===== src/rgb_channel_histogram_macros.svh =====
// Assertion helpers, all sampled on clk and disabled in reset.
`ifndef RGB_CHANNEL_HISTOGRAM_MACROS_SVH
`define RGB_CHANNEL_HISTOGRAM_MACROS_SVH

// Same-cycle implication.
`define RCH_ASSERT_NOW(lbl, ante, cons, msg) \
  lbl: assert property (@(posedge clk) disable iff (!rst_n) (ante) |-> (cons)) \
    else $error(msg);

// Next-cycle implication.
`define RCH_ASSERT_NEXT(lbl, ante, cons, msg) \
  lbl: assert property (@(posedge clk) disable iff (!rst_n) (ante) |=> (cons)) \
    else $error(msg);

`endif


===== src/rch_pkg.sv =====
package rch_pkg;

  localparam int BIN_IDX_W = 6;
  localparam int BC_W      = 7;
  localparam int MV_W      = 16;
  localparam int APB_DW    = 32;
  localparam int PADDR_W   = 3;

  localparam logic [BC_W-1:0] BIN_COUNT_RST = 7'd64;
  localparam logic [MV_W-1:0] MAX_VALUE_RST = 16'd255;

  typedef enum logic {
    REG_BIN_COUNT = 1'b0,
    REG_MAX_VALUE = 1'b1
  } rch_reg_t;

  // Per-cycle command broadcast to every cell.
  typedef struct packed {
    logic count_en;
    logic shift_en;
    logic clear;
  } rch_cell_ctl_t;

  // Status of the front pipeline.
  typedef struct packed {
    logic valid;
    logic last;
    logic last_busy;
  } rch_pipe_sts_t;

endpackage


===== src/rch_cell.sv =====
// One histogram bin: its threshold product k*max_value, passed down the
// row, and its saturating counter, which also shifts toward bin 0 on readout.
module rch_cell
  import rch_pkg::*;
#(
  parameter int KM_W    = 24,
  parameter int CNT_W   = 24,
  parameter bit IS_HEAD = 1'b0
) (
  input  logic                 clk,
  input  logic                 rst_n,
  input  rch_cell_ctl_t        ctl,
  input  logic [2:0][KM_W-1:0] prod,
  input  logic [KM_W-1:0]      max_value,
  input  logic [KM_W-1:0]      km_prev,
  input  logic                 in_use,
  input  logic [2:0]           ge_next,
  input  logic [CNT_W-1:0]     cnt_next,
  output logic [KM_W-1:0]      km,
  output logic [2:0]           ge,
  output logic [CNT_W-1:0]     cnt
);

  logic [KM_W-1:0]  km_r;
  logic [CNT_W-1:0] cnt_r;
  logic [CNT_W-1:0] cnt_nxt;
  logic [2:0]       hit;
  logic [1:0]       hits;
  logic [CNT_W:0]   sum;

  always_comb begin
    for (int c = 0; c < 3; c++) begin
      ge[c]  = in_use && (prod[c] > km_r);
      hit[c] = ge[c] && !ge_next[c];
    end
    hits = 2'(hit[0]) + 2'(hit[1]) + 2'(hit[2]);
    sum  = {1'b0, cnt_r} + (CNT_W+1)'(hits);
    priority if (ctl.clear) begin
      cnt_nxt = '0;
    end else if (ctl.shift_en) begin
      cnt_nxt = cnt_next;
    end else if (ctl.count_en) begin
      cnt_nxt = sum[CNT_W] ? '1 : sum[CNT_W-1:0];
    end else begin
      cnt_nxt = cnt_r;
    end
  end

  always_ff @(posedge clk) begin
    if (!rst_n) begin
      cnt_r <= '0;
    end else begin
      cnt_r <= cnt_nxt;
    end
  end

  always_ff @(posedge clk) begin
    km_r <= IS_HEAD ? '0 : km_prev + max_value;
  end

  assign km  = km_r;
  assign cnt = cnt_r;

endmodule


===== config.mk =====
export PLATFORM = sky130hd
export DESIGN_NAME = rch_cell
export DESIGN_NICKNAME = d
export VERILOG_FILES = /design/src/rgb_channel_histogram_macros.svh /design/src/rch_pkg.sv /design/src/rch_cell.sv
export SDC_FILE = /design/constraint.sdc
export NUM_CORES = 1
export LEC_CHECK = 0
export ABC_AREA = 0
export BUFFER_PORTS_ARGS = -buffer_cell sky130_fd_sc_hd__buf_2
export CAP_MARGIN = 10
export CORE_MARGIN = 2
export CORE_UTILIZATION = 50
export CTS_BUF_LIST = sky130_fd_sc_hd__clkbuf_8
export CTS_CLUSTER_DIAMETER = 120
export DETAILED_ROUTE_END_ITERATION = 16
export HOLD_SLACK_MARGIN = 0.02
export PLACE_DENSITY = 0.83
export RECOVER_POWER = 50
export SLEW_MARGIN = 20
export SYNTH_ARGS = -nofsm -noshare
export SYNTH_HDL_FRONTEND = slang
export SYNTH_SLANG_ARGS = --single-unit

===== constraint.sdc =====
create_clock -name clk -period 10.58 [get_ports clk]
set_clock_uncertainty 0.05 [all_clocks]
set_input_delay 1.058 -clock clk [delete_from_list [all_inputs] [get_ports clk]]
set_output_delay 1.058 -clock clk [all_outputs]
set_load 0.02 [all_outputs]

## Word-level counts from Yosys, hierarchy flattened

Index checks and enable logic that the tools add are counted.

| storage, ports and cells | value |
|---|---|
| register bits | 48 |
| word-level logic and storage cells | 24 |

| cells by class | value |
|---|---|
| $add $sub $neg | 4 |
| $lt $le $gt $ge | 3 |
| muxes and demuxes | 3 |
| bitwise operators | 1 |
| reduce and logical (&&, ||, !) cells | 11 |

Operator list:

| operator | count |
|---|---|
| greater-than comparator 24 bit | 3 |
| two-way mux 24 bit | 3 |
| adder 24 x 2 -> 25 bit | 1 |
| adder 24 bit | 1 |
| logical AND 1 bit | 6 |
| zero test 1 bit | 3 |
| adder 1 x 1 -> 2 bit | 1 |
| adder 2 x 1 -> 2 bit | 1 |
| nonzero test 2 bit | 1 |
| OR reduction 2 bit | 1 |
| inverter 1 bit | 1 |

## Logic depth before layout (Yosys ltp)

Gate-level depths: netlist of the first run.

| logic depth | value |
|---|---|
| depth after elaboration | 9 |
| gate-level depth with buffers | 19 |
| mapped depth without buffers | 18 |

## Worst setup path before layout of the first run

OpenSTA, ideal clock, no wires.

| timing path | value |
|---|---|
| kind | input to register |
| start | input port prod[68] (netlist bit) |
| end | register cnt_r[3] (netlist: cnt[3]) |
| data arrival time | 4.518 ns |
| required time | 10.415 ns |
| slack | 5.897 ns |
| stages on the path | 17 |
| cells stage by stage | ha_1 -> nand3_1 -> nor4_1 -> nand2_1 -> o211ai_1 -> a31oi_1 -> or3_1 -> fa_1 -> inv_1 -> ha_1 -> fa_1 -> nand4_1 -> nor4_4 -> a31oi_2 -> buf_6 -> a21oi_1 -> o21a_1 |

| between the ends | value |
|---|---|
| cells in the longest elaborated chain, start to end | 8 |

Ends and longest elaborated chain:

| element | RTL line | RTL |
|---|---|---|
| from (decl) | rch_cell.sv:13 | `input logic [2:0][KM_W-1:0] prod,` |
| greater-than comparator 24 bit | rch_cell.sv:33 | `ge[c] = in_use && (prod[c] > km_r);` |
| logical AND 1 bit | rch_cell.sv:33 |  |
| logical AND 1 bit | rch_cell.sv:34 | `hit[c] = ge[c] && !ge_next[c];` |
| adder 2 x 1 -> 2 bit | rch_cell.sv:36 | `hits = 2'(hit[0]) + 2'(hit[1]) + 2'(hit[2]);` |
| adder 24 x 2 -> 25 bit | rch_cell.sv:37 | `sum = {1'b0, cnt_r} + (CNT_W+1)'(hits);` |
| two-way mux 24 bit | rch_cell.sv:43 | `cnt_nxt = sum[CNT_W] ? '1 : sum[CNT_W-1:0];` |
| two-way mux 24 bit | rch_cell.sv:42 | `end else if (ctl.count_en) begin` |
| two-way mux 24 bit | rch_cell.sv:40 | `end else if (ctl.shift_en) begin` |
| to (signal assigned) | rch_cell.sv:53 | `cnt_r <= cnt_nxt;` |
| to (decl) | rch_cell.sv:25 | `logic [CNT_W-1:0] cnt_r;` |

No other way between the ends. The select of a mux whose other input is x is not followed.
A chain may end at the register's enable or synchronous reset.

## Worst setup path after layout of the first run

| timing path | value |
|---|---|
| start | input port prod[67] (netlist bit) |
| end | register cnt_r[17] (netlist: cnt[17]) |

The elaborated chain is that of the path after synthesis.

==> results.json, run 1 <==
{
  "holdCritPathClass": "reg -> reg",
  "worstPathCellList": "buf_2, ha_1, nand3_1, nor4_1, nand2_1, o211ai_1, a31oi_1, or3_1, fa_1, inv_1, ha_1, fa_1, nand4_1, nor4_4, a31oi_2, o21ai_0, a21oi_1, a311oi_2",
  "tns_ns": 0,
  "rows": 35,
  "die_width_um": 103,
  "postSynthCellCount": 602,
  "syn_area_per_cell_um2": 8.06,
  "final_common_cell": "buf_2",
  "drc": 0,
  "p_leak_nw": 2.93,
  "drt-total-wl_mm": 16.0,
  "fp.dieH_um": 103,
  "drive_gt1_share_pct": 22.7,
  "total_power_mw": 0.698,
  "vias_per_cell": 5.91,
  "holdWs_ns": 0.505,
  "place_congestion": 0.990,
  "crit_required_ns": 10.71,
  "fin_crit_sh_pct": 50.2,
  "grt_pass1_wl_mm": 25.1,
  "fmax_ghz": 0.188,
  "antenna_found_initial": 2,
  "end_kind": "register",
  "postSynth.asyncResetShare_pct": 0,
  "firstDrtPassIters": 5,
  "cts_root_buf": "clkbuf_8",
  "yosysWarnings": 0,
  "nets": 1056,
  "max-slew-margin-rel_pct": 41.2,
  "syn_area_um2": 4850,
  "core_um2": 9330,
  "tightest_slew_ns": 0.880,
  "grt_pass1_vias": 5548,
  "cts_buffers": 5,
  "synthFlopType": "dfxtp_1",
  "synth-edff-count": 0,
  "setup_viol": 0,
  "grt_max_degree": 26,
  "start_util_pct": 52.0,
  "synth-seq-cells": 48,
  "fillers": 863,
  "portBuffers": 203,
  "synth_nets": 855,
  "yosysSeqAreaShare_pct": 19.8,
  "clkTransAtPathRegs_ns": 0.09,
  "start_kind": "primary input",
  "cts_setup_buffers": 0,
  "grtUsageTotal_pct": 30.1,
  "fin_crit_ns": 5.32,
  "worst_skew_pair.late_latency_ns": 0.30,
  "layout_common_cells": "buf_2 (158), ha_1 (97), a21oi_1 (68), inv_1 (49), dfxtp_1 (48)",
  "final-max-slew-violation-count": 0,
  "cts_resized": 0,
  "path_class": "in -> reg",
  "seqCellArea_um2": 961,
  "first_iter_violations": 296,
  "synth.distinct_cells": 57,
  "num_io_pins": 204,
  "cts_tree": "yes",
  "clkSinkCount": 48,
  "status": "finished clean",
  "p_per_area_nw_per_um2": 116,
  "cp_slowest_cell": "a31oi_2",
  "routedWlPerCell_um": 17.1,
  "irDropWorstVdd_mv": 0.0669,
  "slowest_delay_ns": 0.74,
  "via_count": 5522,
  "overflow": 0,
  "ctsHoldBuffers": 0,
  "syn_to_final_growth_pct": 24.4,
  "rsz0062_at_grt": "no",
  "htree_num_levels": 2,
  "multi_input_area_um2": 3660,
  "die-area_um2": 10500,
  "hold_viol_final": 0,
  "drv_cap": 0,
  "arrival_ns": 5.45,
  "crit_fanout": 17,
  "clockBufferDepth": 2,
  "ant_nets": 0,
  "dpl.hpwl_mm": 13.4
}
[per-layer routing]
metal / vias up / global-route usage (%) / part of all wire [%]
met2: 291 / 55.2 / 51
met4: 4 / 12.1 / 3.3
met3: 45 / 8.54 / 9.6
met5: - / 0 / 0.15
met1: 2523 / 32.3 / 36
li1: 2659 / - / -
[state kept, by name, summed over array words and instances, names as in the netlist]
signal and flops:
km 24, cnt 24
[power by group]
part | switching (mW) | internal, mW | leakage [nW]
clock | 0.0584 | 0.0583 | 0.0503
sequential | 0.0189 | 0.205 | 0.399
combinational | 0.217 | 0.140 | 2.48
[cells in the mapped netlist, types with 5 or more instances]
cell type  number  area share, %
a211oi_1        7            1.1
xor2_1          9            1.6
dfxtp_1        48             20
nor3_1         16            1.6
o221ai_1       11            2.0
nand4_1        17            2.2
o21ai_0        41            4.2
nand2_1        41            3.2
xnor2_1        14            2.5
nand3_1        24            2.5
a31oi_1         5           0.64
nor2b_1         7           0.90
a21oi_1        68            7.0
inv_1          49            3.8
o211ai_1       12            1.9
ha_1           97             25
nor2_1         36            2.8
and3_1         11            1.4
a21o_1         12            1.9
clkbuf_1        9           0.70
[layout make-up]
class	instances	share of cell area, %
clock buffers	7	1.60
diodes	2	0.0829
flip-flops and latches	48	15.9
multi-input cells	495	60.7
well taps	129	2.67
inverters	49	3.05
repair buffers	204	16.0
[worst paths after layout]
| path | startpoint | end | slack, ns | cells after the start |
|---|---|---|---|---|
| setup / recovery | prod[67] | cnt[17] | 5.26 | 18 |
| hold / removal | cnt[12] | cnt[12] | 0.50 | 1 |
| setup reg to reg | km[13] | cnt[17] | 5.67 | 18 |
| hold reg to reg | cnt[12] | cnt[12] | 0.50 | 1 |
[critical path, delay by kind of cell]
kind / cells / cell delay, ns
fa+ha+maj: 4 / 1.47
buf+inv: 2 / 0.15
simple gates: 6 / 1.30
compound gates: 6 / 1.45
[cell families after synthesis]
| kind of cell | synth area share, % |
|---|---|
| buf+inv | 4.72 |
| simple gates | 19.4 |
| xor+xnor | 4.15 |
| compound gates | 25.3 |
| mux | 0.412 |
| flops | 19.8 |
| fa+ha+maj | 26.2 |
[metrics by stage]
stage	instances	utilization, %	setup slack, ns	area [um2]
finish	934	64.7	5.26	6040
global route	932	64.7	4.88	6030
CTS	932	65.3	5.31	6090
detailed placement	925	64.3	5.02	5990
global placement	925	64.3	5.17	5990
floorplan	602	-	5.90	4850
Power figures use the tool's default switching activity.
==> inputs of run 2 (changes only) <==
- CORE_UTILIZATION: 50 -> 46
- PLACE_DENSITY: 0.83 -> 0.8
- clock period: 10.58 -> 4.85 ns (I/O delays scaled with it)
==> results.json, run 2 (synthesis results as in run 1) <==
{
  "grt_max_degree": 26,
  "ant_nets": 0,
  "antenna_found_initial": 2,
  "clkTransAtPathRegs_ns": 0.09,
  "hold_start": "km_prev[0]",
  "rows": 37,
  "cts_tree": "yes",
  "worstReg2RegStart": "km[20]",
  "routedWlPerCell_um": 15.2,
  "tightest_slew_ns": 0.712,
  "drive_gt1_share_pct": 23.0,
  "timing.final.ws_setup_ns": 0.460,
  "place_congestion": 0.925,
  "drv_cap": 0,
  "setup_viol": 0,
  "fin_crit_ns": 4.39,
  "drt-total-wl_mm": 14.4,
  "worst_skew_pair.late_latency_ns": 0.31,
  "die-area_um2": 11400,
  "num_io_pins": 204,
  "cts_setup_buffers": 0,
  "status": "finished clean",
  "rsz0062_at_grt": "no",
  "end_kind": "register",
  "cp_slowest_cell": "fa_1",
  "cts_root_buf": "clkbuf_8",
  "min_to": "km[0]",
  "clockBufferDepth": 2,
  "htree_num_levels": 2,
  "nets": 1059,
  "fmax_ghz": 0.228,
  "cts_buffers": 5,
  "first_iter_violations": 205,
  "crit_required_ns": 5.04,
  "final_common_cell": "buf_2",
  "layout_common_cells": "buf_2 (158), ha_1 (97), a21oi_1 (68), inv_1 (49), dfxtp_1 (48)",
  "firstDrtPassIters": 5,
  "r2r-end": "cnt[19]",
  "syn_to_final_growth_pct": 25.8,
  "start_kind": "register",
  "path_class": "reg -> reg",
  "worst-path-buf-inv": 3,
  "grt_pass1_wl_mm": 22.6,
  "via_count": 5336,
  "hold_viol_final": 0,
  "max-slew-margin-rel_pct": 52.5,
  "clkSinkCount": 48,
  "grt_pass1_vias": 4991,
  "die_width_um": 107,
  "rrSetupSlack_ns": 0.46,
  "arrival_ns": 4.58,
  "vias_per_cell": 5.65,
  "hold_depth": 2,
  "start_util_pct": 47.2,
  "final-max-slew-violation-count": 0,
  "ctsHoldBuffers": 0,
  "fin_crit_sh_pct": 90.5,
  "crit_fanout": 8,
  "overflow": 0,
  "holdCritPathClass": "in -> reg",
  "p_leak_nw": 2.96,
  "dpl.hpwl_mm": 12.4,
  "irDropWorstVdd_mv": 0.160,
  "ff2ff_path_depth": 18,
  "pre_cts_ws_ns": 0.295,
  "drc": 0,
  "portBuffers": 203,
  "p_per_area_nw_per_um2": 254,
  "slowest_delay_ns": 0.43,
  "grtUsageTotal_pct": 24.6,
  "critPathTopFamily": "simple AND/OR/NAND/NOR gates",
  "core_um2": 10300,
  "tns_ns": 0,
  "worstPathCellList": "inv_1, ha_1, nand3_1, nor4_1, nand2_1, o211ai_1, a31oi_1, or3_1, fa_1, inv_1, ha_1, fa_1, nand4_1, nor4_4, a31oi_4, buf_4, a211o_1, a21oi_1",
  "fp.dieH_um": 107
}
==> run 2: changes by cell type in the layout (fill, tap and decap cells not counted) <==
cell | previous run | this run
bufinv_16 | 0 | 1
a31oi_2 | 1 | 0
buf_4 | 1 | 4
a31oi_4 | 0 | 1
diode_2 | 2 | 1
==> run 2: worst reg2reg max path: cells and delay by family, from the launching register on <==
kind | cells | cell delay [ns]
buffers and inverters | 3 | 0.40
adders and majority gates | 4 | 1.18
DFF | 1 | 0.35
AOI/OAI and AO/OA | 5 | 0.77
and+or+nand+nor | 6 | 1.56
==> run 2: report_power, final <==
group / internal [mW] / switching (mW) / total (mW)
Clock: 0.182 / 0.134 / 0.317
Combinational: 0.300 / 0.447 / 0.747
Sequential: 0.447 / 0.0380 / 0.485
==> run 2: layout make-up <==
cell class,instances,area (um2)
fill,1000,4170
multi-input combinational,495,3670
timing repair buffer,207,990
sequential,48,961
inverter,49,184
tap,136,170
clock buffer,7,96.3
clock inverter,1,30.0
antenna,1,2.50
==> run 2: routing by layer <==
metal  GRT usage (%)  vias to the layer above  wire (um)  share of wire [%]
li1                -                     2666          -                  -
met2            44.5                      216       6940                 48
met3            7.36                       30       1390                9.7
met4            7.88                        0        406                2.8
met1            27.4                     2424       5630                 39
met5               0                        -          0                  0
==> run 2: what timing repair did <==
item	CTS	global route
endpoints found under the hold margin	0	0
resized for setup	0	1
setup endpoints to repair	0	1
==> run 2: through the flow <==
stage	util (%)	hold WS, ns	total power, mW	cell area [um2]	cells
5_1_grt	59.4	0.338	1.67	6110	944
3_5_place_dp	58.6	0.498	1.25	6030	935
6_report	59.4	0.342	1.55	6110	944
3_3_place_gp	58.6	0.481	1.24	6030	935
2_1_floorplan	-	0.535	0.999	4850	602
4_1_cts	59.9	0.338	1.57	6150	943
==> run 2: worst max path at each step <==
stage,from,depth (start not counted),endpoint,slack (ns)
6_report,km[20],18,cnt[19],0.46
5_1_grt,km[20],18,cnt[19],0.06
4_1_cts,km[20],18,cnt[3],0.41
3_5_place_dp,prod[68],18,cnt[3],0.29
3_3_place_gp,prod[67],18,cnt[3],0.38
2_1_floorplan,km[20],18,cnt[3],0.68
==> inputs of run 3 (changes only) <==
- CELL_PAD_IN_SITES_DETAIL_PLACEMENT: unset -> 0
- CELL_PAD_IN_SITES_GLOBAL_PLACEMENT: unset -> 1
- CORE_UTILIZATION: 46 -> 32
- PLACE_DENSITY: 0.8 -> unset
- PLACE_DENSITY_LB_ADDON: unset -> 0.1
==> results.json, run 3 (synthesis results as in run 1) <==
{
  "status": "finished clean",
  "p_leak_nw": 2.94,
  "portBuffers": 203,
  "cp_num_cells": 18,
  "worst-path-buf-inv": 3,
  "rrSetupSlack_ns": 0.38,
  "vias_per_cell": 5.31,
  "grt_max_degree": 26,
  "combPwrFrac_pct": 50.2,
  "routedWlPerCell_um": 15.8,
  "ff2ff_path_depth": 18,
  "clockBufferDepth": 2,
  "ctsHoldBuffers": 0,
  "irDropWorstVdd_mv": 0.0851,
  "worst_skew_pair.late_latency_ns": 0.31,
  "hold_viol_final": 0,
  "nets": 1059,
  "place_congestion": 0.935,
  "postLayoutCellArea_um2": 6150,
  "drc": 0,
  "drt-total-wl_mm": 15.8,
  "end_kind": "register",
  "p_switching_mw": 0.630,
  "layout_common_cells": "buf_2 (159), ha_1 (97), a21oi_1 (68), inv_1 (49), dfxtp_1 (48)",
  "dpl.hpwl_mm": 13.7,
  "path_class": "reg -> reg",
  "via_count": 5301,
  "fin_crit_ns": 4.47,
  "drive_gt1_share_pct": 23.1,
  "start_util_pct": 32.3,
  "fin_crit_sh_pct": 92.1,
  "syn_to_final_growth_pct": 26.6,
  "hold_depth": 2,
  "p_sw_share_pct": 41.8,
  "p_per_area_nw_per_um2": 245,
  "overflow": 0,
  "cp_slowest_cell": "a2111oi_1",
  "num_io_pins": 204,
  "arrival_ns": 4.68,
  "final-max-slew-violation-count": 0,
  "critPathTopFamily": "compound AO/OA/AOI/OAI gates",
  "firstDrtPassIters": 4,
  "cts_root_buf": "clkbuf_8",
  "die-area_um2": 16200,
  "cellInternalPower_mw": 0.877,
  "slowest_delay_ns": 0.49,
  "crit_fanout": 8,
  "p_seq_share_pct": 32.3,
  "first_iter_violations": 233,
  "tns_ns": 0,
  "grtUsageTotal_pct": 19.1,
  "p_clk_share_pct": 17.6,
  "cts_buffers": 5,
  "grt_pass1_wl_mm": 24.8,
  "ant_nets": 0,
  "clkTransAtPathRegs_ns": 0.09,
  "htree_num_levels": 2,
  "holdCritPathClass": "in -> reg",
  "worstPathCellList": "inv_1, ha_1, a211oi_1, o21ai_0, o211ai_1, a31oi_1, a2111oi_1, or3_1, fa_1, inv_1, ha_1, fa_1, nand4_1, nor4_4, a31oi_2, buf_4, a41oi_1, o21a_1",
  "fmax_ghz": 0.224,
  "holdWs_ns": 0.335,
  "fp.dieH_um": 127,
  "rows": 45,
  "max-slew-margin-rel_pct": 50.8,
  "setup_viol": 0,
  "tightest_slew_ns": 0.737,
  "start_kind": "register",
  "antenna_found_initial": 8,
  "final_common_cell": "buf_2",
  "die_width_um": 127,
  "rsz0062_at_grt": "no",
  "drv_cap": 0,
  "crit_required_ns": 5.06,
  "fillers": 1612,
  "cts_tree": "yes",
  "grt_pass1_vias": 5187,
  "post_dp_cell_area_um2": 6090,
  "core_um2": 15000,
  "clkSinkCount": 48
}
run 3: cell types whose count changed in the layout (fill, tap and decap cells not counted), sizes merged:
cell    before  now
buf        162  163
bufinv       1    0
clkbuf      52   51
diode        1    5
run 3: metrics by stage:
| step | setup slack [ns] | total power [mW] | std cells | util, % |
|---|---|---|---|---|
| 3_3_place_gp | 0.171 | 1.25 | 987 | 40.5 |
| 2_1_floorplan | 0.683 | 0.999 | 602 | - |
| 6_report | 0.383 | 1.51 | 999 | 40.9 |
| 4_1_cts | 0.227 | 1.54 | 994 | 41.2 |
| 5_1_grt | 0.0328 | 1.65 | 996 | 40.8 |
| 3_5_place_dp | 0.0639 | 1.27 | 987 | 40.5 |
run 3: final timing paths:
kind / from / endpoint
worst min register to register: cnt[16] / cnt[16]
worst max register to register: km[17] / cnt[3]
worst min-delay path: km_prev[0] / km[0]
worst max-delay path: km[17] / cnt[3]
run 3: cell type report:
| cell class | count | area, um2 | share of cell area (%) |
|---|---|---|---|
| antenna | 5 | 12.5 | 0.204 |
| clock buffer | 7 | 96.3 | 1.57 |
| inverter | 49 | 184 | 2.99 |
| multi-input combinational | 495 | 3670 | 59.6 |
| sequential | 48 | 961 | 15.6 |
| tap | 188 | 235 | 3.83 |
| timing repair buffer | 207 | 991 | 16.1 |
run 3: per-layer routing:
layer  up-vias  part of all wire, %  global-route usage (%)
met3        20                  7.1                    4.98
met1      2446                   41                    21.6
li1       2663                    -                       -
met4         6                  1.4                    4.40
met2       166                   50                    35.7
met5         -                 0.22                       0
run 3: worst register-to-register path, cell delays in order, from the launching register on:
cell       delay (ns)
dfxtp_1          0.35
inv_1            0.09
ha_1             0.30
a211oi_1         0.26
o21ai_0          0.13
o211ai_1         0.13
a31oi_1          0.11
a2111oi_1        0.49
or3_1            0.21
fa_1             0.41
inv_1            0.07
ha_1             0.20
fa_1             0.26
nand4_1          0.22
nor4_4           0.35
a31oi_2          0.19
buf_4            0.21
a41oi_1          0.23
o21a_1           0.14
run 3: power groups by stage:
stage	registers (mW)	logic (mW)	clock network (mW)
after floorplan	0.552	0.447	0
after global placement	0.494	0.752	0
after detailed placement	0.495	0.773	0
after CTS	0.486	0.777	0.275
after global routing	0.495	0.864	0.288
final	0.486	0.756	0.265
run 3: repair_timing:
| item | in CTS | in global routing |
|---|---|---|
| setup endpoints to repair | 0 | 5 |
| buffers inserted | 0 | 0 |
| gates resized for setup | 0 | 1 |
